## src/rtl/rtp_receive_sequence_jitter_tracker_core_assert.svh

```systemverilog
// ----------------------------------------------------------------------------
// Assertion macros for the RTP receive tracker.
// ----------------------------------------------------------------------------
`ifndef RTP_RECEIVE_SEQUENCE_JITTER_TRACKER_CORE_ASSERT_SVH
`define RTP_RECEIVE_SEQUENCE_JITTER_TRACKER_CORE_ASSERT_SVH

// The expression must never hold outside reset.
`define RTPRX_ASSERT_NEVER(lbl, clk, rst, expr, msg) \
  lbl: assert property (@(posedge clk) disable iff (rst) !(expr)) else $error(msg);

// Whenever the antecedent holds, the consequent holds in the same cycle.
`define RTPRX_ASSERT_IMPLIES(lbl, clk, rst, ante, cons, msg) \
  lbl: assert property (@(posedge clk) disable iff (rst) (ante) |-> (cons)) else $error(msg);

`endif

```

## src/rtl/rtprx_pkg.sv

```systemverilog
`timescale 1ns / 1ps
`default_nettype none
// ----------------------------------------------------------------------------
// rtprx_pkg
// Types and fixed constants shared by the RTP receive tracker modules.
// ----------------------------------------------------------------------------
package rtprx_pkg;

  // Result status codes.
  typedef enum logic [1:0] {
    STATUS_ACCEPTED   = 2'd0,
    STATUS_BAD_HEADER = 2'd1,
    STATUS_FOREIGN    = 2'd2,
    STATUS_SEQ_DROP   = 2'd3
  } status_t;

  // Configuration register indexes.
  localparam logic [7:0] REG_DROPOUT_LIMIT  = 8'd0;
  localparam logic [7:0] REG_MISORDER_LIMIT = 8'd1;
  localparam logic [7:0] REG_CLOCK_RATE     = 8'd2;

  localparam int LIMIT_W      = 15;
  localparam int CLOCK_RATE_W = 20;

  localparam logic [LIMIT_W-1:0]      DROPOUT_RESET  = 15'd3000;
  localparam logic [LIMIT_W-1:0]      MISORDER_RESET = 15'd100;
  localparam logic [CLOCK_RATE_W-1:0] CLOCK_RESET    = 20'd90000;

  // Header constants.
  localparam logic [16:0] MIN_HEADER_LEN = 17'd12;
  localparam logic [1:0]  RTP_VERSION    = 2'd2;
  localparam int          PAD_FLAG_BIT   = 5;

  // Running average rounding term (1/16 gain).
  localparam logic [35:0] AVG_ROUND = 36'd8;

  // Divider: 64-bit dividend, a few quotient bits per pipeline stage.
  localparam int DIV_BITS   = 64;
  localparam int DIV_STEP   = 4;
  localparam int DIV_STAGES = DIV_BITS / DIV_STEP;

  // Queue depths.
  localparam int MID_DEPTH = 4;
  localparam int OUT_DEPTH = 32;

  typedef struct packed {
    logic [15:0] packet_length;
    logic [7:0]  first_byte;
    logic [7:0]  pad_count;
    logic [15:0] sequence_req;
    logic [31:0] media_time;
    logic [31:0] source_id;
    logic [62:0] arrival_time;
  } packet_t;

  typedef struct packed {
    status_t            status;
    logic               resynced;
    logic signed [31:0] packet_jitter;
    logic [31:0]        mean_jitter;
    logic [15:0]        trimmed_length;
  } result_t;

  // Fields that ride along the jitter pipeline.
  typedef struct packed {
    status_t            status;
    logic               resynced;
    logic [15:0]        trimmed_length;
    logic               do_jitter;
    logic signed [32:0] media_delta;
  } side_t;

  // Classified word passed from the front to the back.
  typedef struct packed {
    side_t       side;
    logic [63:0] arrival_delta;
  } cmd_t;

endpackage
`default_nettype wire

```

## src/rtl/rtprx_front.sv

```systemverilog
`timescale 1ns / 1ps
`default_nettype none
// ----------------------------------------------------------------------------
// rtprx_front
// Checks the header and the source, validates the sequence number and
// produces one classified word per accepted packet.
// ----------------------------------------------------------------------------
module rtprx_front (
  input  logic                                clk,
  input  logic                                rst,
  input  logic                                accept,
  input  rtprx_pkg::packet_t                  packet,
  input  logic [rtprx_pkg::LIMIT_W-1:0]       dropout_limit,
  input  logic [rtprx_pkg::LIMIT_W-1:0]       misorder_limit,
  output rtprx_pkg::cmd_t                     cmd
);
  import rtprx_pkg::*;

  logic        source_known;
  logic [31:0] locked_source;
  logic [15:0] highest_next_seq;
  logic [15:0] suspect_seq;
  logic [62:0] previous_arrival;
  logic [31:0] previous_media_time;

  logic        pad_flag;
  logic        hdr_bad;
  logic        foreign;
  logic        pkt_ok;
  logic [15:0] trimmed;
  logic [15:0] seq_base;
  logic [15:0] suspect_base;
  logic [15:0] seq_diff;
  logic [15:0] back_mag;
  logic        seq_bad;
  logic        seq_resync;
  logic [15:0] seq_plus1;

  // Header checks and padding removal.
  always_comb begin
    pad_flag = packet.first_byte[PAD_FLAG_BIT];
    hdr_bad  = ({1'b0, packet.packet_length} < MIN_HEADER_LEN) ||
               (packet.first_byte[7:6] != RTP_VERSION) ||
               (pad_flag && ({1'b0, packet.packet_length} <
                             MIN_HEADER_LEN + {9'd0, packet.pad_count}));
    trimmed  = (!hdr_bad && pad_flag) ?
               packet.packet_length - {8'd0, packet.pad_count} : packet.packet_length;
    foreign  = !hdr_bad && source_known && (packet.source_id != locked_source);
    pkt_ok   = !hdr_bad && !foreign;
  end

  // Sequence validation; a first packet starts from its own number.
  always_comb begin
    seq_base     = source_known ? highest_next_seq : packet.sequence_req;
    suspect_base = source_known ? suspect_seq : packet.sequence_req;
    seq_diff     = packet.sequence_req - seq_base;
    back_mag     = 16'd0 - seq_diff;
    seq_plus1    = packet.sequence_req + 16'd1;
    if (!seq_diff[15] && (seq_diff != 16'd0)) begin
      seq_bad = seq_diff[14:0] > dropout_limit;
    end else begin
      seq_bad = back_mag > {1'b0, misorder_limit};
    end
    seq_resync = seq_bad && (packet.sequence_req == suspect_base);
  end

  // Classified word for the back end.
  always_comb begin
    cmd.side.trimmed_length = trimmed;
    cmd.side.resynced       = pkt_ok && seq_resync;
    cmd.side.do_jitter      = pkt_ok && source_known &&
                              (packet.media_time != previous_media_time);
    cmd.side.media_delta    = $signed({1'b0, packet.media_time}) -
                              $signed({1'b0, previous_media_time});
    cmd.arrival_delta       = {1'b0, packet.arrival_time} - {1'b0, previous_arrival};
    if (hdr_bad) begin
      cmd.side.status = STATUS_BAD_HEADER;
    end else if (foreign) begin
      cmd.side.status = STATUS_FOREIGN;
    end else if (seq_bad && !seq_resync) begin
      cmd.side.status = STATUS_SEQ_DROP;
    end else begin
      cmd.side.status = STATUS_ACCEPTED;
    end
  end

  // Control state.
  always_ff @(posedge clk) begin
    if (rst) begin
      source_known        <= 1'b0;
      locked_source       <= '0;
      highest_next_seq    <= '0;
      suspect_seq         <= '0;
      previous_arrival    <= '0;
      previous_media_time <= '0;
    end else if (accept && pkt_ok) begin
      source_known        <= 1'b1;
      previous_arrival    <= packet.arrival_time;
      previous_media_time <= packet.media_time;
      if (!source_known) begin
        locked_source <= packet.source_id;
      end
      if (seq_bad) begin
        suspect_seq <= seq_plus1;
        if (seq_resync) begin
          highest_next_seq <= seq_plus1;
        end
      end else begin
        if (!seq_diff[15]) begin
          highest_next_seq <= seq_plus1;
        end
        suspect_seq <= suspect_base;
      end
    end
  end

endmodule
`default_nettype wire

```

## config.mk

```make
export PLATFORM = sky130hd
export DESIGN_NAME = rtprx_front
export DESIGN_NICKNAME = d
export VERILOG_FILES = /design/src/rtl/rtp_receive_sequence_jitter_tracker_core_assert.svh /design/src/rtl/rtprx_pkg.sv /design/src/rtl/rtprx_front.sv
export SDC_FILE = /design/constraint.sdc
export NUM_CORES = 1
export LEC_CHECK = 0
export BUFFER_PORTS_ARGS = -buffer_cell sky130_fd_sc_hd__buf_4
export CAP_MARGIN = 20
export CORE_UTILIZATION = 45
export DETAILED_ROUTE_END_ITERATION = 8
export PLACE_DENSITY = 0.72
export SKIP_LAST_GASP = 1
export SYNTH_ARGS = -nofsm -noshare
export SYNTH_HDL_FRONTEND = slang
export SYNTH_SLANG_ARGS = --single-unit
```

## constraint.sdc

```tcl
create_clock -name clk -period 7.55 [get_ports clk]
set_input_delay 0 -clock clk [delete_from_list [all_inputs] [get_ports clk]]
set_output_delay 0 -clock clk [all_outputs]
set_load 0.02 [all_outputs]
```

==> metrics.txt, run 1 <==
CP startpoint kind=flop; Area Overhead vs Synth=31.2%; Post-Synthesis Cells=2092; critical-path cell list=buf_4, mux2i_1, ha_1, nor2b_1, o31a_1, o221a_4, o2111a_2, or3_1, or3_1, nor3_1, xnor2_1, ha_1, nand4_1, or2_2, nor2_1, a2111o_1, o221ai_1, nand2b_1, or4_1, and3_1, nand2_1, a21boi_0, buf_4; port bufs=319; syn avg cell area=7.18 sq um; CP top delay family=simple AND/OR/NAND/NOR gates; num ports=325; clock power share=25.5%; Slew @ Worst Pin=1.13 ns; DRT Wirelength=around 47 mm; post-synthesis async set-or-reset flop share=0%; grt total ovfl=0; layout cells sized above 1=15.1%; row cnt=66; Crit Path Max Fanout=18; die footprint=0.0341 sq mm; required time worst endpoint=7.55 ns; Clock Skew=around 0.020 ns; TritonCTS sink count=160; setup_tns=0 ns; clock-pin slew on the worst setup and hold paths=0.08 ns; drt drc=0; critical path type=flop to output pin; Setup crit end kind=output pin; status=finished clean; largest net degree at the start of global routing=97; GR Util All Layers=27.1%; Leakage=8.21 nW; Slew Limit Fails=0; first-pass GRT wire length=75.7 mm; Max Cap Viol=0; Netlist cell types=72; Seq cells post-synth=160; CTS Buffer Depth=2; Final Hold Viols=0; core area=0.0327 sq mm; GPL Wtd Cong=approximately 0.94; DIE WIDTH=between 150 and 200 um; number of synthesized flops with an enable pin=0; initial antenna violation count=7; post-synthesis sequential area ratio=21.3%; Inserted Clock Buffers=17; Final #Nets=2851; CTS resizes=0; CP peak stage delay=0.52 ns; final setup fails=0; Hold Path Class=primary input to flop; post-route ant nets=0; leading register cell type out of synthesis=dfxtp_1; H-tree depth=4; Routed WL per cell=~16 um; DR iter-0 viols=1075; Pre-antenna DRT Iters=5; Max Fclk=0.146 GHz; Psw=1.41 mW; Reg power frac=26.5%; via count of the first global-routing pass=15700; Crit-path slowest cell=or4_1; RSZ-0062 raised after global routing=false; Tcrit/Tclk final=90.8%; Post-Syn Area=0.0150 sq mm; PD cells=180 mW/mm^2; Clock Latency Late Sink=0.44 ns; crit path time final=6.85 ns; Rel. slew slack=between 20% and 30%; combinational power share=48.0%; DR vias=16200; HPWL after detailed placement=34.4 mm; Synthesis Warnings=0; Post-DP Area=0.0176 sq mm; Sw Ratio=39.8%; die height=185 um; CTS tree=yes; internal power=around 2.1 mW; WP buf/inv=2; Initial Utilization=45.9%; Crit path arrival time=6.85 ns; routed vias/inst=5.51; Final Cell Area=approximately 0.02 sq mm; Root Buffer=clkbuf_16; Peak supply drop=0.136 mV; post-synth net total=roughly 2500
==> final timing paths <==
kind / from / end / slack, ns / cells past startpoint
worst max-delay path: source_known / cmd[116] / 0.70 / 23
worst min register to register: previous_arrival[7] / previous_arrival[7] / 0.46 / 2
worst max register to register: source_known / suspect_seq[0] / 0.74 / 22
worst min-delay path: rst / highest_next_seq[1] / 0.13 / 2
==> cells in the mapped netlist (5+ instances only) <==
library cell	n	area, sq um
o21ai_0	80	400
a211o_1	5	43.8
a21boi_0	11	82.6
clkbuf_1	86	323
o21a_1	25	188
xor2_1	50	438
nor3_1	29	145
or3_1	17	106
a21oi_1	256	1280
a21o_1	66	495
nor2_1	83	312
dfxtp_1	160	3200
nor4b_1	5	43.8
a31oi_1	16	100
xnor2_1	126	1100
buf_2	7	35.0
nand4_1	33	206
mux2i_1	17	170
nand3_1	49	245
o211ai_1	11	82.6
nand2b_1	30	188
nor4_1	16	100
and3_1	17	106
or4_1	8	60.1
o31a_1	8	70.1
o21bai_1	17	128
o31ai_1	10	75.1
buf_1	6	22.5
a2111oi_0	12	105
or2_2	8	50.1
nand2_1	352	1320
nor2b_1	26	163
ha_1	158	1980
a221oi_1	6	52.6
a211oi_1	34	255
inv_1	187	702
==> cells in the final DEF, fill, tap and decap left out, types with 10 or more instances in the layout <==
cell,Yosys,layout
o21a_1,25,25
nand3_1,49,49
dfxtp_1,160,160
mux2i_1,17,17
nor2b_1,26,26
xor2_1,50,50
a31oi_1,16,16
o21ai_0,80,80
nand2b_1,30,30
nor3_1,29,29
inv_1,187,187
o211ai_1,11,11
dlygate4sd3_1,0,142
nor2_1,83,82
buf_4,0,327
o31ai_1,10,10
nand4_1,33,33
o21bai_1,17,17
or3_1,17,17
nand2_1,352,352
a21boi_0,11,11
a211oi_1,34,34
a21o_1,66,66
a2111oi_0,12,12
ha_1,158,158
and3_1,17,16
a21oi_1,256,256
nor4_1,16,16
diode_2,0,11
clkbuf_16,0,17
xnor2_1,126,126
==> flip-flops by register name, summed over array words and instances (netlist names) <==
name / cells
previous_media_time: 32
previous_arrival: 63
source_known: 1
locked_source: 32
suspect_seq: 16
highest_next_seq: 16
==> stage by stage <==
stage | std cells | power (mW) | hold WS, ns | setup slack (ns) | util [%]
global route | 2941 | 3.78 | 0.155 | 0.232 | 60.2
finish | 2947 | 3.55 | 0.129 | 0.697 | 60.2
floorplan | 2092 | 2.04 | 0.0967 | 0.725 | -
detailed placement | 2762 | 2.57 | 0.267 | 0.832 | 54.0
global placement | 2761 | 2.54 | 0.258 | 0.993 | 54.0
CTS | 2936 | 3.55 | 0.118 | 0.705 | 60.2
==> power by group through the flow <==
| stage | sequential, mW | combinational (mW) | clock [mW] |
|---|---|---|---|
| 3_3_place_gp | 0.956 | 1.59 | 0 |
| 6_report | 0.941 | 1.70 | 0.907 |
| 3_5_place_dp | 0.959 | 1.61 | 0 |
| 5_1_grt | 0.947 | 1.87 | 0.966 |
| 2_1_floorplan | 0.951 | 1.09 | 0 |
| 4_1_cts | 0.940 | 1.68 | 0.930 |
==> routing by layer <==
layer  up-vias  GRT usage (%)  share of wire, %
li1       8084              -                 -
met1      7504           34.2                44
met2       551           46.0                47
met3        85           4.90               6.4
met4         4           9.36               2.4
met5         -              0             0.052
==> cells by family (layout without fill, tap and decap cells) <==
kind of cell	after synthesis	in the layout	synth area share [%]
and+or+nand+nor	689	689	21.2
AOI/OAI and AO/OA	598	598	24.9
buffers and inverters	287	689	7.28
xor gates and xnor gates	176	176	10.3
adders and majority gates	162	162	13.7
DFF	160	160	21.3
muxes	20	20	1.36
other	0	11	0
==> what timing repair did <==
| action | 4_1_cts | 5_1_grt |
|---|---|---|
| endpoints found under the hold margin | 145 | 0 |
| buffers inserted | 0 | 0 |
| hold buffers | 142 | 0 |
| endpoints found under the setup margin | 0 | 0 |
==> cell type report <==
type | count | area [sq um]
Antenna cell | 11 | 27.5
Multi-Input combinational cell | 1645 | 10700
Clock inverter | 15 | 175
Fill cell | 3008 | 13000
Timing Repair Buffer | 470 | 3880
Tap cell | 442 | 553
Inverter | 187 | 702
Sequential cell | 160 | 3200
Clock buffer | 17 | 425
Note: power is estimated with default switching activity, not from simulation.
==> run 2: changes to the inputs <==
- CORE_UTILIZATION: 45 -> 57
- PLACE_DENSITY: 0.72 -> 0.87
==> run 2 against run 1 <==
- clock power is 2% higher
- fmax fell by 1.5%
- sequential cell count stayed put
- die area is 21% lower
- clock-buffer cell count is 1 higher
- final cell count shrank 3.9%
- combinational power barely moved
- design area shrank 0.82%
- highest routed layer is now met4
==> metrics.txt, run 2 (synthesis results as in run 1) <==
HPWL after detailed placement=approximately 33 mm; grt total ovfl=0; DIE WIDTH=164 um; Largest register FFs=63; DRT Wirelength=48.6 mm; Post-DP Area=0.0175 sq mm; Final Cell Area=between 0.015 and 0.02 sq mm; via count of the first global-routing pass=about 16000; Largest regs=previous_arrival: 63 flops, locked_source: 32 flops, previous_media_time: 32 flops; layout cells sized above 1=around 15%; Pre-antenna DRT Iters=6; setup_tns=0 ns; CTS Buffer Depth=2; GPL Wtd Cong=1.07; R2R depth=22; TritonCTS sink count=160; largest register by flop count=previous_arrival; Tcrit/Tclk final=92.1%; critical path type=flop to output pin; most frequent cells in the layout=nand2_1 (352), buf_4 (327), a21oi_1 (256), inv_1 (187), dfxtp_1 (160); Crit-path slowest cell=or4_1; Peak supply drop=0.113 mV; required time worst endpoint=between 7 and 8 ns; Final #Nets=between 2000 and 3000; Slew @ Worst Pin=around 1.1 ns; hold_buf cts=139; Clock Latency Late Sink=0.43 ns; Leakage=8.20 nW; routed vias/inst=6.02; postcts setup bufs=0; Fill cells=1891; fin cells=2831; clock-pin slew on the worst setup and hold paths=approximately 0.06 ns; DR vias=17000; crit path time final=6.96 ns; Setup crit end kind=output pin; largest net degree at the start of global routing=93; H-tree depth=4; first-pass GRT wire length=76.6 mm; placed cells=around 2700; Max Fclk=0.144 GHz; CTS tree=yes; drt drc=0; Initial Utilization=57.8%; Max Cap Viol=0; RSZ-0062 raised after global routing=false; Inserted Clock Buffers=17; Crit Path Max Fanout=18; Crit path arrival time=just under 7 ns; Hold Crit Depth=3; most common cell after layout, fill and taps aside=nand2_1; Area Overhead vs Synth=30.1%; post-route ant nets=0; Final Hold Viols=0; Rel. slew slack=28.6%; DR iter-0 viols=2047; final setup fails=0; PD cells=184 mW/mm^2; die footprint=0.0270 sq mm; CTS resizes=0; CP peak stage delay=0.53 ns; Worst path depth=23; initial antenna violation count=5; CP startpoint kind=flop; num ports=325; die height=164 um; row cnt=59; Slew Limit Fails=0; Clock Skew=0.0164 ns; status=finished clean; critical-path cell list=buf_4, mux2i_1, ha_1, nor2b_1, o31a_1, o221a_4, o2111a_2, or3_1, or3_1, nor3_1, xnor2_1, ha_1, nand4_1, or2_2, nor2_1, a2111o_1, o221ai_1, nand2b_1, or4_1, and3_1, nand3_1, nand2_1, buf_4; WP buf/inv=2; Routed WL per cell=17.2 um; core area=0.0260 sq mm; port bufs=between 300 and 400; CP top delay family=simple AND/OR/NAND/NOR gates; GR Util All Layers=35.0%; Hold Path Class=primary input to flop; Root Buffer=clkbuf_16
run 2: cell types whose count changed in the layout (fill, tap and decap cells not counted):
cell,previous run,this run
bufinv_16,2,3
inv_6,3,4
clkinvlp_4,1,2
clkbuf_1,0,1
inv_8,4,1
clkbuf_8,0,1
diode_2,11,5
buf_1,1,0
clkinv_4,3,2
dlygate4sd3_1,142,139
run 2: layout make-up:
cell class / count / area (sq um) / area share, %
Timing Repair Buffer: 467 / 3850 / 19.7
Multi-Input combinational cell: 1645 / 10700 / 54.9
Antenna cell: 5 / 12.5 / 0.0640
Tap cell: 335 / 419 / 2.15
Sequential cell: 160 / 3200 / 16.4
Inverter: 187 / 702 / 3.59
Clock buffer: 18 / 439 / 2.25
Clock inverter: 14 / 179 / 0.916
run 2: final timing paths:
kind                   startpoint                   end  slack [ns]
min reg2reg  previous_arrival[20]  previous_arrival[20]        0.46
max                  source_known              cmd[115]        0.59
min                   packet[134]   highest_next_seq[7]        0.02
max reg2reg          source_known        suspect_seq[0]        0.61
run 2: metrics by stage:
stage | hold slack [ns] | utilization, % | setup WS (ns) | power, mW
4_1_cts | 0.00611 | 75.1 | 0.664 | 3.55
6_report | 0.0202 | 75.2 | 0.595 | 3.60
3_5_place_dp | 0.261 | 67.4 | 0.736 | 2.56
5_1_grt | 0.0297 | 75.2 | 0.313 | 3.79
3_3_place_gp | 0.257 | 67.4 | 1.01 | 2.51
2_1_floorplan | 0.0967 | - | 0.725 | 2.04
run 2: where the power goes:
group	internal, mW	leakage [nW]	switching (mW)
logic	0.730	6.60	1.00
registers	0.906	1.31	0.0380
clock network	0.536	0.300	0.390
total	2.17	8.20	1.43
run 2: worst register-to-register path, cell delays in order (launching register included):
cell	delay [ns]
dfxtp_1	0.39
buf_4	0.29
mux2i_1	0.34
ha_1	0.29
nor2b_1	0.17
o31a_1	0.33
o221a_4	0.28
o2111a_2	0.31
or3_1	0.38
or3_1	0.50
nor3_1	0.29
xnor2_1	0.15
ha_1	0.26
nand4_1	0.09
or2_2	0.13
nor2_1	0.05
a2111o_1	0.37
o221ai_1	0.36
nand2b_1	0.14
or4_1	0.53
and3_1	0.48
or4_1	0.58
a31oi_1	0.17
run 2: metal layers:
metal | wire (um) | vias to the layer above | global-route usage [%]
met5 | 0 | - | 0
met4 | 2240 | 0 | 18.1
met3 | 4400 | 256 | 7.68
met2 | 22900 | 965 | 59.5
met1 | 19100 | 7735 | 41.0
li1 | - | 8075 | -
==> run 3: changes to the inputs <==
==> constraint.sdc (replaced) <==
create_clock -name clk -period 7.55 [get_ports clk]
set_input_delay 0 -clock clk [delete_from_list [all_inputs] [get_ports clk]]
set_output_delay 0 -clock clk [all_outputs]
set_load 0.005 [all_outputs]
==> run 3 against run 2 <==
- sequential share of layout area is essentially flat
- critical endpoint unchanged
- core utilization shrank 0.16 points
- power shrank 6.0%
- hold slack gained 0.0051 ns
==> metrics.txt, run 3 (synthesis results as in run 1) <==
Largest regs=previous_arrival: 63 flops, locked_source: 32 flops, previous_media_time: 32 flops; Rel. slew slack=33.7%; Peak supply drop=0.143 mV; Fill cells=~1900; crit path time final=6.88 ns; Initial Utilization=57.8%; post-route ant nets=0; via count of the first global-routing pass=16300; HPWL after detailed placement=33.1 mm; Hold Path Class=primary input to flop; die footprint=0.0270 sq mm; Final #Nets=2848; CTS resizes=0; GR Util All Layers=34.9%; die height=approximately 160 um; Area Overhead vs Synth=29.8%; PD cells=174 mW/mm^2; Final Hold Viols=0; num ports=325; DRT Wirelength=48.3 mm; status=finished clean; routed vias/inst=6.00; drt drc=0; DR iter-0 viols=1721; Leakage=8.20 nW; largest register by flop count=previous_arrival; Pre-antenna DRT Iters=7; DR vias=17000; most common cell after layout, fill and taps aside=nand2_1; setup_tns=0 ns; most frequent cells in the layout=nand2_1 (352), buf_4 (327), a21oi_1 (256), inv_1 (187), dfxtp_1 (160); Max Cap Viol=0; row cnt=between 50 and 60; Inserted Clock Buffers=17; RSZ-0062 raised after global routing=false; final setup fails=0; Largest register FFs=63; Max Fclk=roughly 0.15 GHz; H-tree depth=4; clock-pin slew on the worst setup and hold paths=0.06 ns; Routed WL per cell=~17 um; FF/Latch Area=0.00320 sq mm; Slew @ Worst Pin=0.994 ns; Clock Latency Late Sink=between 0.4 and 0.5 ns; multi-input logic area=0.0107 sq mm; TritonCTS sink count=160; largest net degree at the start of global routing=92; Crit Path Max Fanout=18; Setup crit end kind=output pin; Tcrit/Tclk final=91.2%; port bufs=319; Clock Skew=roughly 0.017 ns; hold_buf cts=139; layout cells sized above 1=15.1%; grt total ovfl=0; Root Buffer=clkbuf_16; CP startpoint kind=flop; Crit path arrival time=6.88 ns; required time worst endpoint=about 7.6 ns; postcts setup bufs=0; core area=approximately 0.026 sq mm; first-pass GRT wire length=76.9 mm; initial antenna violation count=5; final hold slack=0.0253 ns; DIE WIDTH=~160 um; Slew Limit Fails=0; critical path type=flop to output pin; CTS tree=yes; CTS Buffer Depth=2; GPL Wtd Cong=1.06
## run 3: power breakdown
part | total [mW] | internal (mW) | switching [mW]
registers | 0.943 | 0.906 | 0.0374
logic | 1.58 | 0.724 | 0.856
clock network | 0.862 | 0.470 | 0.391
## run 3: critical path, cell delays in order, from the launching register on
cell	delay, ns
dfxtp_1	0.39
buf_4	0.29
mux2i_1	0.31
ha_1	0.27
nor2b_1	0.17
o31a_1	0.34
o221a_4	0.28
o2111a_2	0.31
or3_1	0.37
or3_1	0.50
nor3_1	0.29
xnor2_1	0.15
ha_1	0.26
nand4_1	0.08
or2_2	0.12
nor2_1	0.04
a2111o_1	0.38
o221ai_1	0.38
nand2b_1	0.14
or4_1	0.51
and3_1	0.47
nand3_1	0.20
nand2_1	0.06
buf_4	0.13
## run 3: stage by stage
stage               util, %  total power, mW  std cells  area, sq um  setup slack (ns)
floorplan                 -             1.90       2092        15000             0.725
global placement       67.4             2.37       2654        17500              1.02
detailed placement     67.4             2.41       2654        17500             0.841
CTS                    74.9             3.34       2825        19500             0.764
global route           75.0             3.58       2830        19500             0.379
finish                 75.0             3.39       2830        19500             0.666
## run 3: area by class of cell
| cell class | count | share of cell area (%) |
|---|---|---|
| inverters | 187 | 3.60 |
| multi-input cells | 1645 | 55.1 |
| clock inverters | 13 | 0.648 |
| flip-flops and latches | 160 | 16.4 |
| clock buffers | 19 | 2.27 |
| well taps | 335 | 2.15 |
| repair buffers | 467 | 19.8 |
| diodes | 4 | 0.0513 |
## run 3: path summary, 6_finish.rpt
path,startpoint,to,slack (ns),depth (start not counted)
worst max-delay path,source_known,cmd[115],0.67,23
worst min-delay path,packet[133],highest_next_seq[6],0.03,3
worst max register to register,source_known,suspect_seq[0],0.69,22
worst min register to register,previous_arrival[22],previous_arrival[22],0.46,2
## run 3: layer usage
| layer | share of wire, % | GRT usage, % |
|---|---|---|
| met4 | 4.5 | 17.0 |
| met3 | 9.1 | 8.69 |
| met1 | 39 | 40.6 |
| met2 | 47 | 59.6 |
| met5 | 0.027 | 0 |
