<file path="config.mk">
export PLATFORM = sky130hd
export DESIGN_NAME = rtprx_fifo
export DESIGN_NICKNAME = d
export VERILOG_FILES = /design/src/rtl/rtp_receive_sequence_jitter_tracker_core_assert.svh /design/src/rtl/rtprx_fifo.sv
export SDC_FILE = /design/constraint.sdc
export NUM_CORES = 1
export LEC_CHECK = 0
export BUFFER_PORTS_ARGS = -buffer_cell sky130_fd_sc_hd__clkbuf_2
export CORE_ASPECT_RATIO = 0.7
export CORE_MARGIN = 2
export CORE_UTILIZATION = 59
export CTS_CLUSTER_DIAMETER = 60
export DETAILED_ROUTE_END_ITERATION = 6
export PLACE_DENSITY_LB_ADDON = 0.08
export REMOVE_ABC_BUFFERS = 1
export SLEW_MARGIN = 20
export SYNTH_ARGS = -nofsm -noshare
export SYNTH_HDL_FRONTEND = slang
export SYNTH_SLANG_ARGS = --single-unit
</file>
<file path="constraint.sdc">
create_clock -name clk -period 4.39 [get_ports clk]
set_input_delay 0.878 -clock clk [delete_from_list [all_inputs] [get_ports clk]]
set_output_delay 0.878 -clock clk [all_outputs]
set_load 0.02 [all_outputs]
</file>
<file path="src/rtl/rtp_receive_sequence_jitter_tracker_core_assert.svh">
// ----------------------------------------------------------------------------
// Assertion macros for the RTP receive tracker.
// ----------------------------------------------------------------------------
`ifndef RTP_RECEIVE_SEQUENCE_JITTER_TRACKER_CORE_ASSERT_SVH
`define RTP_RECEIVE_SEQUENCE_JITTER_TRACKER_CORE_ASSERT_SVH

// The expression must never hold outside reset.
`define RTPRX_ASSERT_NEVER(lbl, clk, rst, expr, msg) \
  lbl: assert property (@(posedge clk) disable iff (rst) !(expr)) else $error(msg);

// Whenever the antecedent holds, the consequent holds in the same cycle.
`define RTPRX_ASSERT_IMPLIES(lbl, clk, rst, ante, cons, msg) \
  lbl: assert property (@(posedge clk) disable iff (rst) (ante) |-> (cons)) else $error(msg);

`endif

</file>
<file path="src/rtl/rtprx_fifo.sv">
`timescale 1ns / 1ps
`default_nettype none
// ----------------------------------------------------------------------------
// rtprx_fifo
// Small register-based first-in first-out queue with a count.
// ----------------------------------------------------------------------------
module rtprx_fifo #(
  parameter int WIDTH = 8,
  parameter int DEPTH = 4
) (
  input  logic             clk,
  input  logic             rst,
  input  logic             wr_en,
  input  logic [WIDTH-1:0] wr_data,
  input  logic             rd_en,
  output logic [WIDTH-1:0] rd_data,
  output logic             full,
  output logic             empty
);

  localparam int PTR_W = (DEPTH > 1) ? $clog2(DEPTH) : 1;
  localparam int CNT_W = $clog2(DEPTH + 1);

  logic [WIDTH-1:0] mem [DEPTH];
  logic [PTR_W-1:0] wr_ptr;
  logic [PTR_W-1:0] rd_ptr;
  logic [CNT_W-1:0] count;
  logic             wr_ok;
  logic             rd_ok;

  assign full    = (count == CNT_W'(DEPTH));
  assign empty   = (count == '0);
  assign wr_ok   = wr_en & ~full;
  assign rd_ok   = rd_en & ~empty;
  assign rd_data = mem[rd_ptr];

  // Pointers and fill count.
  always_ff @(posedge clk) begin
    if (rst) begin
      wr_ptr <= '0;
      rd_ptr <= '0;
      count  <= '0;
    end else begin
      if (wr_ok) begin
        wr_ptr <= (wr_ptr == PTR_W'(DEPTH - 1)) ? '0 : wr_ptr + 1'b1;
      end
      if (rd_ok) begin
        rd_ptr <= (rd_ptr == PTR_W'(DEPTH - 1)) ? '0 : rd_ptr + 1'b1;
      end
      count <= count + CNT_W'(wr_ok) - CNT_W'(rd_ok);
    end
  end

  // Storage.
  always_ff @(posedge clk) begin
    if (wr_ok) begin
      mem[wr_ptr] <= wr_data;
    end
  end

endmodule
`default_nettype wire

</file>
==> results of run 1 <==
## final cells by class
class	instances	area [sq um]
inverters	8	30.0
fillers	167	693
multi-input cells	40	447
clock buffers	7	86.3
well taps	34	42.5
clock inverters	1	7.51
flip-flops and latches	41	1140
repair buffers	21	105
## state kept, by name, summed over array words and instances (netlist names), named ones only
name    count
count       3
rd_ptr      2
wr_ptr      2
mem        32
## worst max-delay path, delay by kind of cell (launching register included)
kind	cells	cell delay, ns
multiplexers	1	0.58
flip-flops	1	0.67
buffers and inverters	1	0.17
## metal layers
| layer | wire length [um] | vias up | GRT usage [%] |
|---|---|---|---|
| met5 | 0 | - | 0 |
| met4 | 21 | 0 | 10.2 |
| met3 | 168 | 4 | 5.65 |
| met2 | 1230 | 31 | 30.2 |
| met1 | 1070 | 394 | 25.0 |
| li1 | - | 396 | - |
## logic make-up (layout without fill, tap and decap cells)
kind of cell,after synthesis,after routing
DFF,41,41
and+or+nand+nor,16,16
AOI/OAI and AO/OA,5,5
buffers and inverters,11,37
xor gates and xnor gates,2,2
adders and majority gates,8,8
muxes,9,9
## path summary, 6_finish.rpt
| check | from | end | cells past startpoint |
|---|---|---|---|
| worst max-delay path | flip-flop | rd_data[3] | 2 |
| worst min-delay path | rd_ptr[0] | rd_ptr[0] | 2 |
| worst max register to register | count[2] | count[2] | 10 |
| worst min register to register | rd_ptr[0] | rd_ptr[0] | 2 |
## metrics by stage
stage	std cells	utilization [%]	hold slack, ns	setup WS [ns]	total power (W)
after floorplan	89	-	0.456	2.02	0.000709
after global placement	144	69.2	0.480	1.85	0.000779
after detailed placement	144	69.2	0.529	1.77	0.000792
after CTS	152	72.8	0.540	1.75	0.00104
after global routing	152	72.8	0.582	1.71	0.00108
final	152	72.8	0.527	1.80	0.00102
## cells in the mapped netlist
cell	n	area share (%)
sky130_fd_sc_hd__edfxtp_1	32	59
sky130_fd_sc_hd__dfxtp_1	9	11
sky130_fd_sc_hd__inv_1	8	1.8
sky130_fd_sc_hd__mux4_2	8	11
sky130_fd_sc_hd__ha_1	7	5.3
sky130_fd_sc_hd__and3_1	3	1.1
sky130_fd_sc_hd__a21oi_1	2	0.61
sky130_fd_sc_hd__nand3_1	2	0.61
sky130_fd_sc_hd__nor2_1	2	0.46
sky130_fd_sc_hd__nor2b_1	2	0.76
sky130_fd_sc_hd__nor3_1	2	0.61
sky130_fd_sc_hd__xnor2_1	2	1.1
sky130_fd_sc_hd__a21o_1	1	0.46
sky130_fd_sc_hd__and2_4	1	0.53
sky130_fd_sc_hd__and3_2	1	0.46
sky130_fd_sc_hd__buf_1	1	0.23
sky130_fd_sc_hd__buf_2	1	0.31
sky130_fd_sc_hd__buf_6	1	0.69
sky130_fd_sc_hd__fa_1	1	1.2
sky130_fd_sc_hd__mux2i_1	1	0.61
sky130_fd_sc_hd__nand2_1	1	0.23
sky130_fd_sc_hd__o31ai_1	1	0.46
sky130_fd_sc_hd__o31ai_2	1	0.76
sky130_fd_sc_hd__or3_1	1	0.38
sky130_fd_sc_hd__or3b_1	1	0.53
## power groups by stage
| stage | registers (W) | clock network, W | logic, W |
|---|---|---|---|
| after detailed placement | 0.000525 | 0 | 0.000267 |
| final | 0.000516 | 0.000245 | 0.000264 |
| after global placement | 0.000522 | 0 | 0.000257 |
| after floorplan | 0.000512 | 0 | 0.000197 |
| after global routing | 0.000524 | 0.000263 | 0.000295 |
| after CTS | 0.000517 | 0.000251 | 0.000268 |
==> metrics.yaml, run 1 <==
placement:
  gp_routability_congestion: 0.703
  buffer_ports.inserted: 21
  postPlaceCellArea_sq_mm: 0.00177
  dp_hpwl_mm: 1.79
clocking:
  clock_sinks: 41
  cts.htree.levels: 2
  cts-buffers-inserted: 5
  worstSkewPairLatency_ns: 0.29
  post_cts_setup_repair_bufs: 0
  clock_tree_from_tritoncts: "done"
  clk_pin_slew_worst_setup_hold_paths_ns: 0.07
  post_cts_resize_count: 0
  cts_hold_buf: 0
  clockRootBuffer: "sky130_fd_sc_hd__clkbuf_8"
  ctsLongestPathBuffers: 2
critical_path:
  regToRegSetupSlack_ns: 2.01
  start_kind: "flip-flop"
  setup.worst_path.end_class: "output port"
  crit_chain: "mux4_2 -> clkbuf_2"
  worst-endpoint-arrival_ns: 1.71
  timing.critical_path.required_ns: 3.51
  cp_slowest_stage_delay_ns: 0.67
  timing.critical_path.slowest_stage_cell: "sky130_fd_sc_hd__dfxtp_1"
  timing.critical_path.fanout_max: 8
  setup.worst_path.class: "reg -> out"
pwr:
  power.internal_w: 0.000723
  cellPowerDensity_mw_per_mm2: 551
  power.switching_w: 0.000302
  p_sw_share_pct: 29.5
  vdd_ir_drop_max_mv: 0.314
  power_leakage_nw: 0.711
  clock_share_of_power_pct: 23.9
  power_frac_comb_pct: 25.7
  seq_power_share_pct: 50.3
floorplan:
  start_util_pct: 64.2
  die_width_um: 67.0
  rows: 15
  ios: 22
  dieHeight_um: 48.1
  placeable_area_sq_mm: 0.00255
  fp.dieArea_sq_mm: 0.00322
grt:
  first_global_vias: 815
  grt_pass1_wl_mm: 3.96
  gr-total-overflow: 0
  grt_start_max_net_pins: 14
  grt_antenna_before_repair: 0
  grt_use_total_pct: 19.1
yosys:
  synthAdderAreaFrac_pct: 6.57
  syn_area_per_cell_sq_um: 17.8
  postSynthCellCount: 92
  synth_top_family_by_area: "multiplexers"
  ys_ff_latch: 41
  synthMuxAreaShare_pct: 11.6
  post_synth_num_cell_types: 25
  synthXorXnorAreaFrac_pct: 1.07
  post_synth_instance_area_sq_mm: 0.00164
  synth_compound_area_share_pct: 2.29
  yosysWarningCount: 0
  sequential_area_share_after_synthesis_pct: 69.7
  yosys.area_share.simple_pct: 5.73
sta:
  timing.setup.tns_ns: 0
  post-route-min-period_ns: 2.59
  share_of_the_clock_period_used_by_the_worst_path_after_layout_pct: 59.0
  timing.final.hold_violations: 0
  report.final.setup_viol: 0
  timing.fmax_mhz: 386
  max-slew-margin-rel_pct: 61.3
  rsz0062_at_grt: "no"
  timing_worst_slew_pin_value_ns: 0.576
  slew_viol_final: 0
  timing.clock.skew_ns: 0.00294
drt:
  drt_first_pass_iters: 4
  post_detailed_route_via_to_cell_ratio: 5.43
  postRouteAntennaNets: 0
  detail_route.wl_per_cell_um: 16.4
  routed_wirelength_mm: 2.49
  detailroute.via_count: 825
  drt_drc_violations_left: 0
  drtIter0Drc: 54
final_layout:
  area_growth_pct: 13.5
  drive_gt1_share_pct: 33.1
  antenna_fix_cells: 0
  layout.cell_area.non_filler_sq_mm: 0.00186
  layout_commonest_cell: "sky130_fd_sc_hd__edfxtp_1"
  layout_common_cells: "sky130_fd_sc_hd__edfxtp_1, sky130_fd_sc_hd__clkbuf_2, sky130_fd_sc_hd__dfxtp_1"
  finalNetCount: 137
run:
  cap_violations: 0
status:
  status: "finished clean"
min_path:
  worstHoldPathType: "reg -> reg"
Note: power is estimated with default switching activity, not from simulation.
==> run 2, diff against run 1 <==
Settings changed: ABC_AREA from default to 1, CORE_UTILIZATION 59 to 56.
Clock period 4.39 ns to 2.5 ns, I/O delays scaled along.
==> run 2 against run 1 <==
  * Worst setup slack worse by 1.3 ns
  * Via count is 32% higher
  * Routed wire length up 12%
  * Register-to-register slack worse by 1.5 ns
  * Cell area rose by 5.7%
  * Synthesized cell count is 55% higher
  * Clock-buffer cell count is the same
  * Sequential cell count is the same
  * Largest cell class unchanged
==> metrics.yaml, run 2 <==
final_layout:
  layout_common_cells: "sky130_fd_sc_hd__nor2_1, sky130_fd_sc_hd__edfxtp_1, sky130_fd_sc_hd__clkbuf_2"  # was sky130_fd_sc_hd__edfxtp_1, sky130_fd_sc_hd__clkbuf_2, sky130_fd_sc_hd__dfxtp_1
  finalNetCount: 194  # was 137
  antenna_fix_cells: 0  # unchanged
  flip_flop_count_of_the_largest_register_all_copies_and_words_added: 32  # unchanged
  final_cell_count_no_fill: 211  # was 152
  area_growth_pct: 15.7  # was 13.5%
  final.fill_count: 225  # was 167
  drive_gt1_share_pct: 23.4  # was 33.1%
  finish.utilization_pct: 69.1  # was 72.8%
  regMostFlops: "mem"  # unchanged
  layout.cell_area.non_filler_sq_mm: 0.00196  # was 0.00186 sq mm
  layout_top_registers: "mem x32, count x3"  # unchanged
placement:
  buffer_ports.inserted: 21  # unchanged
  postPlaceCellArea_sq_mm: 0.00186  # was 0.00177 sq mm
  dp_hpwl_mm: 1.95  # was 1.79 mm
  place_inst: 203  # was 144
  gp_routability_congestion: 0.750  # was 0.703
critical_path:
  timing.critical_path.required_ns: 2.00  # was 3.51 ns
  start_kind: "flip-flop"  # unchanged
  timing.critical_path.fanout_max: 10  # was 8
  setup.worst_path.class: "reg -> out"  # unchanged
  setup.worst_path.end_class: "output port"  # unchanged
  worst-endpoint-arrival_ns: 1.54  # was 1.71 ns
grt:
  gr-total-overflow: 0  # unchanged
  grt_pass1_wl_mm: 4.68  # was 3.96 mm
  grt_use_total_pct: 18.6  # was 19.1%
  grt_start_max_net_pins: 17  # was 14
  first_global_vias: 1040  # was 815
  grt_antenna_before_repair: 0  # unchanged
sta:
  slew_viol_final: 0  # unchanged
  timing.fmax_mhz: 489
  timing.setup.tns_ns: 0  # unchanged
  timing.final.hold_violations: 0  # unchanged
  post-route-min-period_ns: 2.04
  max-slew-margin-rel_pct: 75.1  # was 61.3%
  timing.clock.skew_ns: 0.00331  # was 0.00294 ns
  timing_worst_slew_pin_value_ns: 0.373  # was 0.576 ns
  report.final.setup_viol: 0  # unchanged
  rsz0062_at_grt: "no"  # unchanged
  share_of_the_clock_period_used_by_the_worst_path_after_layout_pct: 81.8
floorplan:
  placeable_area_sq_mm: 0.00284  # was 0.00255 sq mm
  rows: 16  # was 15
  start_util_pct: 59.7  # was 64.2%
  fp.dieArea_sq_mm: 0.00350  # was 0.00322 sq mm
  die_width_um: 69.8  # was 67.0 um
  ios: 22  # unchanged
  dieHeight_um: 50.1  # was 48.1 um
clocking:
  cts-buffers-inserted: 5  # unchanged
  ctsLongestPathBuffers: 2  # unchanged
  cts_hold_buf: 0  # unchanged
  clk_pin_slew_worst_setup_hold_paths_ns: 0.07  # about the same
  clockRootBuffer: "sky130_fd_sc_hd__clkbuf_8"  # unchanged
  cts.htree.levels: 2  # unchanged
  worstSkewPairLatency_ns: 0.29  # about the same
  clock_tree_from_tritoncts: "done"  # unchanged
  post_cts_resize_count: 0  # unchanged
  post_cts_setup_repair_bufs: 0  # unchanged
  clock_sinks: 41  # unchanged
drt:
  postRouteAntennaNets: 0  # unchanged
  drt_first_pass_iters: 4  # unchanged
  routed_wirelength_mm: 2.80  # was 2.49 mm
  drt_drc_violations_left: 0  # unchanged
  drtIter0Drc: 32  # was 54
  post_detailed_route_via_to_cell_ratio: 5.18  # was 5.43
  detailroute.via_count: 1092  # was 825
  detail_route.wl_per_cell_um: 13.3  # was 16.4 um
yosys:
  portion_of_synthesized_cell_area_occupied_by_the_leading_cell_type_pct: 56.6  # was 58.7%
  post_synth_most_frequent_cells: "sky130_fd_sc_hd__edfxtp_1, sky130_fd_sc_hd__nor2_1, sky130_fd_sc_hd__inv_1"  # was sky130_fd_sc_hd__edfxtp_1, sky130_fd_sc_hd__dfxtp_1, sky130_fd_sc_hd__inv_1, sky130_fd_sc_hd__mux4_2, sky130_fd_sc_hd__ha_1
  post_synth_instance_area_sq_mm: 0.00170  # was 0.00164 sq mm
  ys_ff_latch: 41  # unchanged
  number_of_enable_flip_flop_cells_after_synthesis: 32  # unchanged
  async_reset_ff_share_pct: 0  # unchanged
  ys.flop_type: "sky130_fd_sc_hd__edfxtp_1"  # unchanged
  yosysTopAreaCell: "sky130_fd_sc_hd__edfxtp_1"  # unchanged
  post_synth_num_cell_types: 20  # was 25
  syn_area_per_cell_sq_um: 11.9  # was 17.8 sq um
  synth_top_cells_by_area: "sky130_fd_sc_hd__edfxtp_1, sky130_fd_sc_hd__dfxtp_1, sky130_fd_sc_hd__nor2_1"  # was sky130_fd_sc_hd__edfxtp_1, sky130_fd_sc_hd__dfxtp_1, sky130_fd_sc_hd__mux4_2
  sequential_area_share_after_synthesis_pct: 67.2  # was 69.7%
  postSynthCellCount: 143  # was 92
  yosysWarningCount: 0  # unchanged
pwr:
  cellPowerDensity_mw_per_mm2: 1080  # was 551 mW/mm^2
  report.power.total_w: 0.00212  # was 0.00102 W
  vdd_ir_drop_max_mv: 0.515  # was 0.314 mV
  power_leakage_nw: 0.812  # was 0.711 nW
min_path:
  worstHoldPathType: "in -> reg"  # was reg -> reg
status:
  status: "finished clean"  # unchanged
run:
  cap_violations: 0  # unchanged
run 2: changes by cell type after synthesis, moves of 3 or more:
cell | previous run | this run
sky130_fd_sc_hd__nand2_1 | 1 | 8
sky130_fd_sc_hd__inv_1 | 8 | 17
sky130_fd_sc_hd__nor2_1 | 2 | 32
sky130_fd_sc_hd__o22ai_1 | 0 | 8
sky130_fd_sc_hd__o21ai_2 | 0 | 3
sky130_fd_sc_hd__mux4_2 | 8 | 0
sky130_fd_sc_hd__and3_1 | 3 | 0
sky130_fd_sc_hd__o21ai_0 | 0 | 12
run 2: power by group:
| group | internal, W | switching [W] | leakage, nW |
|---|---|---|---|
| Combinational | 0.000261 | 0.000473 | 0.391 |
| Clock | 0.000249 | 0.000212 | 0.0542 |
| Sequential | 0.000852 | 0.0000752 | 0.368 |
run 2: final cells by class:
| type | instances | area [sq um] | area share (%) |
|---|---|---|---|
| clock buffer | 7 | 96.3 | 4.90 |
| clock inverter | 1 | 5.00 | 0.255 |
| inverter | 18 | 67.6 | 3.44 |
| multi-input combinational | 82 | 467 | 23.8 |
| sequential | 41 | 1140 | 58.1 |
| tap | 36 | 45.0 | 2.29 |
| timing repair buffer | 26 | 143 | 7.26 |
run 2: kinds of logic (layout without fill, tap and decap cells):
group	Yosys count	after routing	share of synthesized area, %
AND/OR/NAND/NOR	46	46	11.4
adder cells (fa/ha/maj)	8	8	6.34
AO/OA/AOI/OAI	27	27	9.21
flip-flops	41	41	67.2
XOR/XNOR	1	1	0.516
buffers and inverters	20	52	5.31
run 2: through the flow:
stage / setup WS [ns] / hold slack [ns]
2_1_floorplan: 0.581 / 0.483
3_3_place_gp: 0.678 / 0.516
3_5_place_dp: 0.555 / 0.524
4_1_cts: 0.435 / 0.381
5_1_grt: 0.326 / 0.384
6_report: 0.455 / 0.395
run 2: path summary, 6_finish.rpt:
check                             endpoint  cells past startpoint  startpoint  slack (ns)
worst min register to register   rd_ptr[0]                      2   rd_ptr[0]        0.54
worst max register to register    count[1]                     10    count[1]        0.55
worst min-delay path              count[0]                      2         rst        0.39
worst max-delay path            rd_data[2]                      4   flip-flop        0.46
run 2: layer usage:
metal / up-vias / track usage [%] / share of wire (%)
met5: - / 0 / 0
met4: 0 / 7.69 / 1.6
met3: 4 / 7.57 / 4.5
met1: 517 / 23.0 / 49
met2: 21 / 29.4 / 45
li1: 550 / - / -
run 2: worst max-delay path: stages (launching register included):
cell and delay, ns:
sky130_fd_sc_hd__dfxtp_1 0.55, sky130_fd_sc_hd__buf_4 0.24, sky130_fd_sc_hd__o21ai_0 0.11, sky130_fd_sc_hd__o22ai_1 0.17
sky130_fd_sc_hd__clkbuf_2 0.19
==> run 3, diff against run 2 <==
Settings changed: CORE_UTILIZATION 56 to 50.
Clock period 2.5 ns to 1.8 ns, I/O delays scaled along.
==> run 3 against run 2 <==
  * Routed wire length up 14%
  * Global-route usage up 0.37 points
  * Largest cell class unchanged
  * Total power up 54%
  * Combinational power up 71%
  * Via count up 3.2%
==> metrics.yaml, run 3 (synthesized netlist as in run 2, its figures left out) <==
final_layout:
  regMostFlops: "mem"  # unchanged
  finish.utilization_pct: 64.8  # was 69.1%
  area_growth_pct: 21.8  # was 15.7%
  final_cell_count_no_fill: 221  # was 211
  area_of_the_multi_input_gates_sq_um: 487  # was 467 sq um
  flip_flop_count_of_the_largest_register_all_copies_and_words_added: 32  # unchanged
  layout_common_cells: "sky130_fd_sc_hd__edfxtp_1, sky130_fd_sc_hd__nor2_1, sky130_fd_sc_hd__clkbuf_2"  # was sky130_fd_sc_hd__nor2_1, sky130_fd_sc_hd__edfxtp_1, sky130_fd_sc_hd__clkbuf_2
  layout_commonest_cell: "sky130_fd_sc_hd__edfxtp_1"
  drive_gt1_share_pct: 31.1  # was 23.4%
  antenna_fix_cells: 0  # unchanged
  area.sequential_sq_mm: 0.00115  # was 0.00114 sq mm
  layout_top_registers: "mem x32, count x3"  # unchanged
  finalNetCount: 202  # was 194
  final.fill_count: 263  # was 225
sta:
  max-slew-margin-rel_pct: 84.0  # was 75.1%
  slew_viol_final: 0  # unchanged
  timing_worst_slew_pin_value_ns: 0.240  # was 0.373 ns
  timing.final.hold_violations: 0  # unchanged
  post-route-min-period_ns: 1.79
  share_of_the_clock_period_used_by_the_worst_path_after_layout_pct: 99.7
  timing.fmax_mhz: 557
  timing.clock.skew_ns: 0.00461  # was 0.00331 ns
  report.final.setup_viol: 0  # unchanged
  rsz0062_at_grt: "yes"  # was no
pwr:
  power_leakage_nw: 0.860  # was 0.812 nW
  vdd_ir_drop_max_mv: 0.811  # was 0.515 mV
  cellPowerDensity_mw_per_mm2: 1580  # was 1080 mW/mm^2
critical_path:
  worst-r2r-cell-count: 10  # unchanged
  crit_chain: "nor2_4 -> nand2_2 -> inv_2 -> nor2_1 -> ha_1 -> inv_1 -> ha_2 -> fa_2 -> inv_1 -> nor2_1"  # was buf_4 -> o21ai_0 -> o22ai_1 -> clkbuf_2
  cpLargestDelayFamily: "adder cells"  # was flip-flops
  critical_path_cell_count: 10  # was 4
  reg2reg_from: "count[0]"  # was count[1]
  setup.worst_path.end_class: "flip-flop"  # was output port
  crit-reg2reg-capture: "count[1]"  # unchanged
  timing.critical_path.buf_inv: 3  # was 2
  worst-endpoint-arrival_ns: 2.03  # was 1.54 ns
  start_kind: "flip-flop"  # unchanged
  timing.critical_path.required_ns: 2.03  # was 2.00 ns
  regToRegSetupSlack_ns: 0.005  # was 0.55 ns
  timing.critical_path.fanout_max: 2  # was 10
  cp_slowest_stage_delay_ns: 0.51  # was 0.55 ns
  setup.worst_path.class: "reg -> reg"  # was reg -> out
  timing.critical_path.slowest_stage_cell: "sky130_fd_sc_hd__fa_2"  # was sky130_fd_sc_hd__dfxtp_1
clocking:
  clk_pin_slew_worst_setup_hold_paths_ns: 0.07  # about the same
  clock_sinks: 41  # unchanged
  clock_tree_from_tritoncts: "done"  # unchanged
  cts.htree.levels: 2  # unchanged
  cts-buffers-inserted: 5  # unchanged
  ctsLongestPathBuffers: 2  # unchanged
  worstSkewPairLatency_ns: 0.29  # about the same
  cts_hold_buf: 0  # unchanged
  clockRootBuffer: "sky130_fd_sc_hd__clkbuf_8"  # unchanged
floorplan:
  start_util_pct: 53.2  # was 59.7%
  placeable_area_sq_mm: 0.00319  # was 0.00284 sq mm
  rows: 17  # was 16
  fp.dieArea_sq_mm: 0.00389  # was 0.00350 sq mm
  dieHeight_um: 52.8  # was 50.1 um
  ios: 22  # unchanged
  die_width_um: 73.7  # was 69.8 um
drt:
  drtIter0Drc: 80  # was 32
  detail_route.wl_per_cell_um: 14.4  # was 13.3 um
  drt_first_pass_iters: 4  # unchanged
  drt_drc_violations_left: 0  # unchanged
  routed_wirelength_mm: 3.18  # was 2.80 mm
  post_detailed_route_via_to_cell_ratio: 5.10  # was 5.18
  postRouteAntennaNets: 0  # unchanged
  detailroute.via_count: 1127  # was 1092
status:
  status: "finished clean"  # unchanged
grt:
  grt_antenna_before_repair: 0  # unchanged
  gr-total-overflow: 0  # unchanged
  grt_use_total_pct: 19.0  # was 18.6%
  grt_start_max_net_pins: 17  # unchanged
  grt_pass1_wl_mm: 5.12  # was 4.68 mm
  first_global_vias: 1107  # was 1040
placement:
  place_inst: 208  # was 203
  dp_hpwl_mm: 2.17  # was 1.95 mm
  gp_routability_congestion: 0.713  # was 0.750
  buffer_ports.inserted: 21  # unchanged
min_path:
  worst_hold_path.num_cells: 2  # unchanged
  worstHoldPathType: "in -> reg"  # unchanged
  worstHoldEndpoint: "count[1]"  # was count[0]
  timing.hold.worst.start: "rst"  # unchanged
run:
  cap_violations: 0  # unchanged
[run 3: stage by stage]
stage	hold slack, ns	total power [W]	TNS (ns)	area, sq um	worst slack, ns
after global routing	0.234	0.00349	-0.109	2070	-0.0714
final	0.238	0.00326	0	2070	0.00512
after detailed placement	0.529	0.00240	-0.0345	1890	-0.0296
after floorplan	0.431	0.00200	-0.235	1680	-0.119
after global placement	0.522	0.00235	0	1890	0.0588
after CTS	0.239	0.00313	-0.0191	2000	-0.0191
[run 3: per-layer routing]
layer,vias to the layer above,track usage [%],wire length [um],share of wire [%]
met5,-,0,0,0
met1,526,24.4,1340,42
li1,568,-,-,-
met4,0,9.09,30,0.94
met3,5,5.58,251,7.9
met2,28,29.6,1550,49
[run 3: timing repair]
item                                    CTS  global route
setup buffers                             0             5
endpoints found under the hold margin     0             0
pin swaps                                 1             3
resized for setup                         4            13
gates cloned                              0             0
endpoints found under the setup margin    3             4
[run 3: area by class of cell]
cell class,count,area share (%)
clock buffers,6,3.51
clock inverters,2,1.63
inverters,18,3.51
multi-input cells,82,23.5
flip-flops and latches,41,55.4
well taps,38,2.30
repair buffers,34,10.1
[run 3: worst max-delay path by stage]
stage | endpoint | slack [ns] | from
finish | count[1] | 0.005 | count[0]
floorplan | count[2] | -0.12 | count[1]
detailed placement | count[2] | -0.03 | count[1]
global placement | count[2] | 0.06 | count[1]
global route | count[1] | -0.07 | count[2]
CTS | count[2] | -0.02 | count[1]
[run 3: where the power goes]
group | leakage (nW) | switching, W | total (W) | internal [W]
Clock | 0.0528 | 0.000304 | 0.000713 | 0.000409
Sequential | 0.369 | 0.000103 | 0.00129 | 0.00119
Combinational | 0.438 | 0.000743 | 0.00125 | 0.000507
Total | 0.860 | 0.00115 | 0.00326 | 0.00211
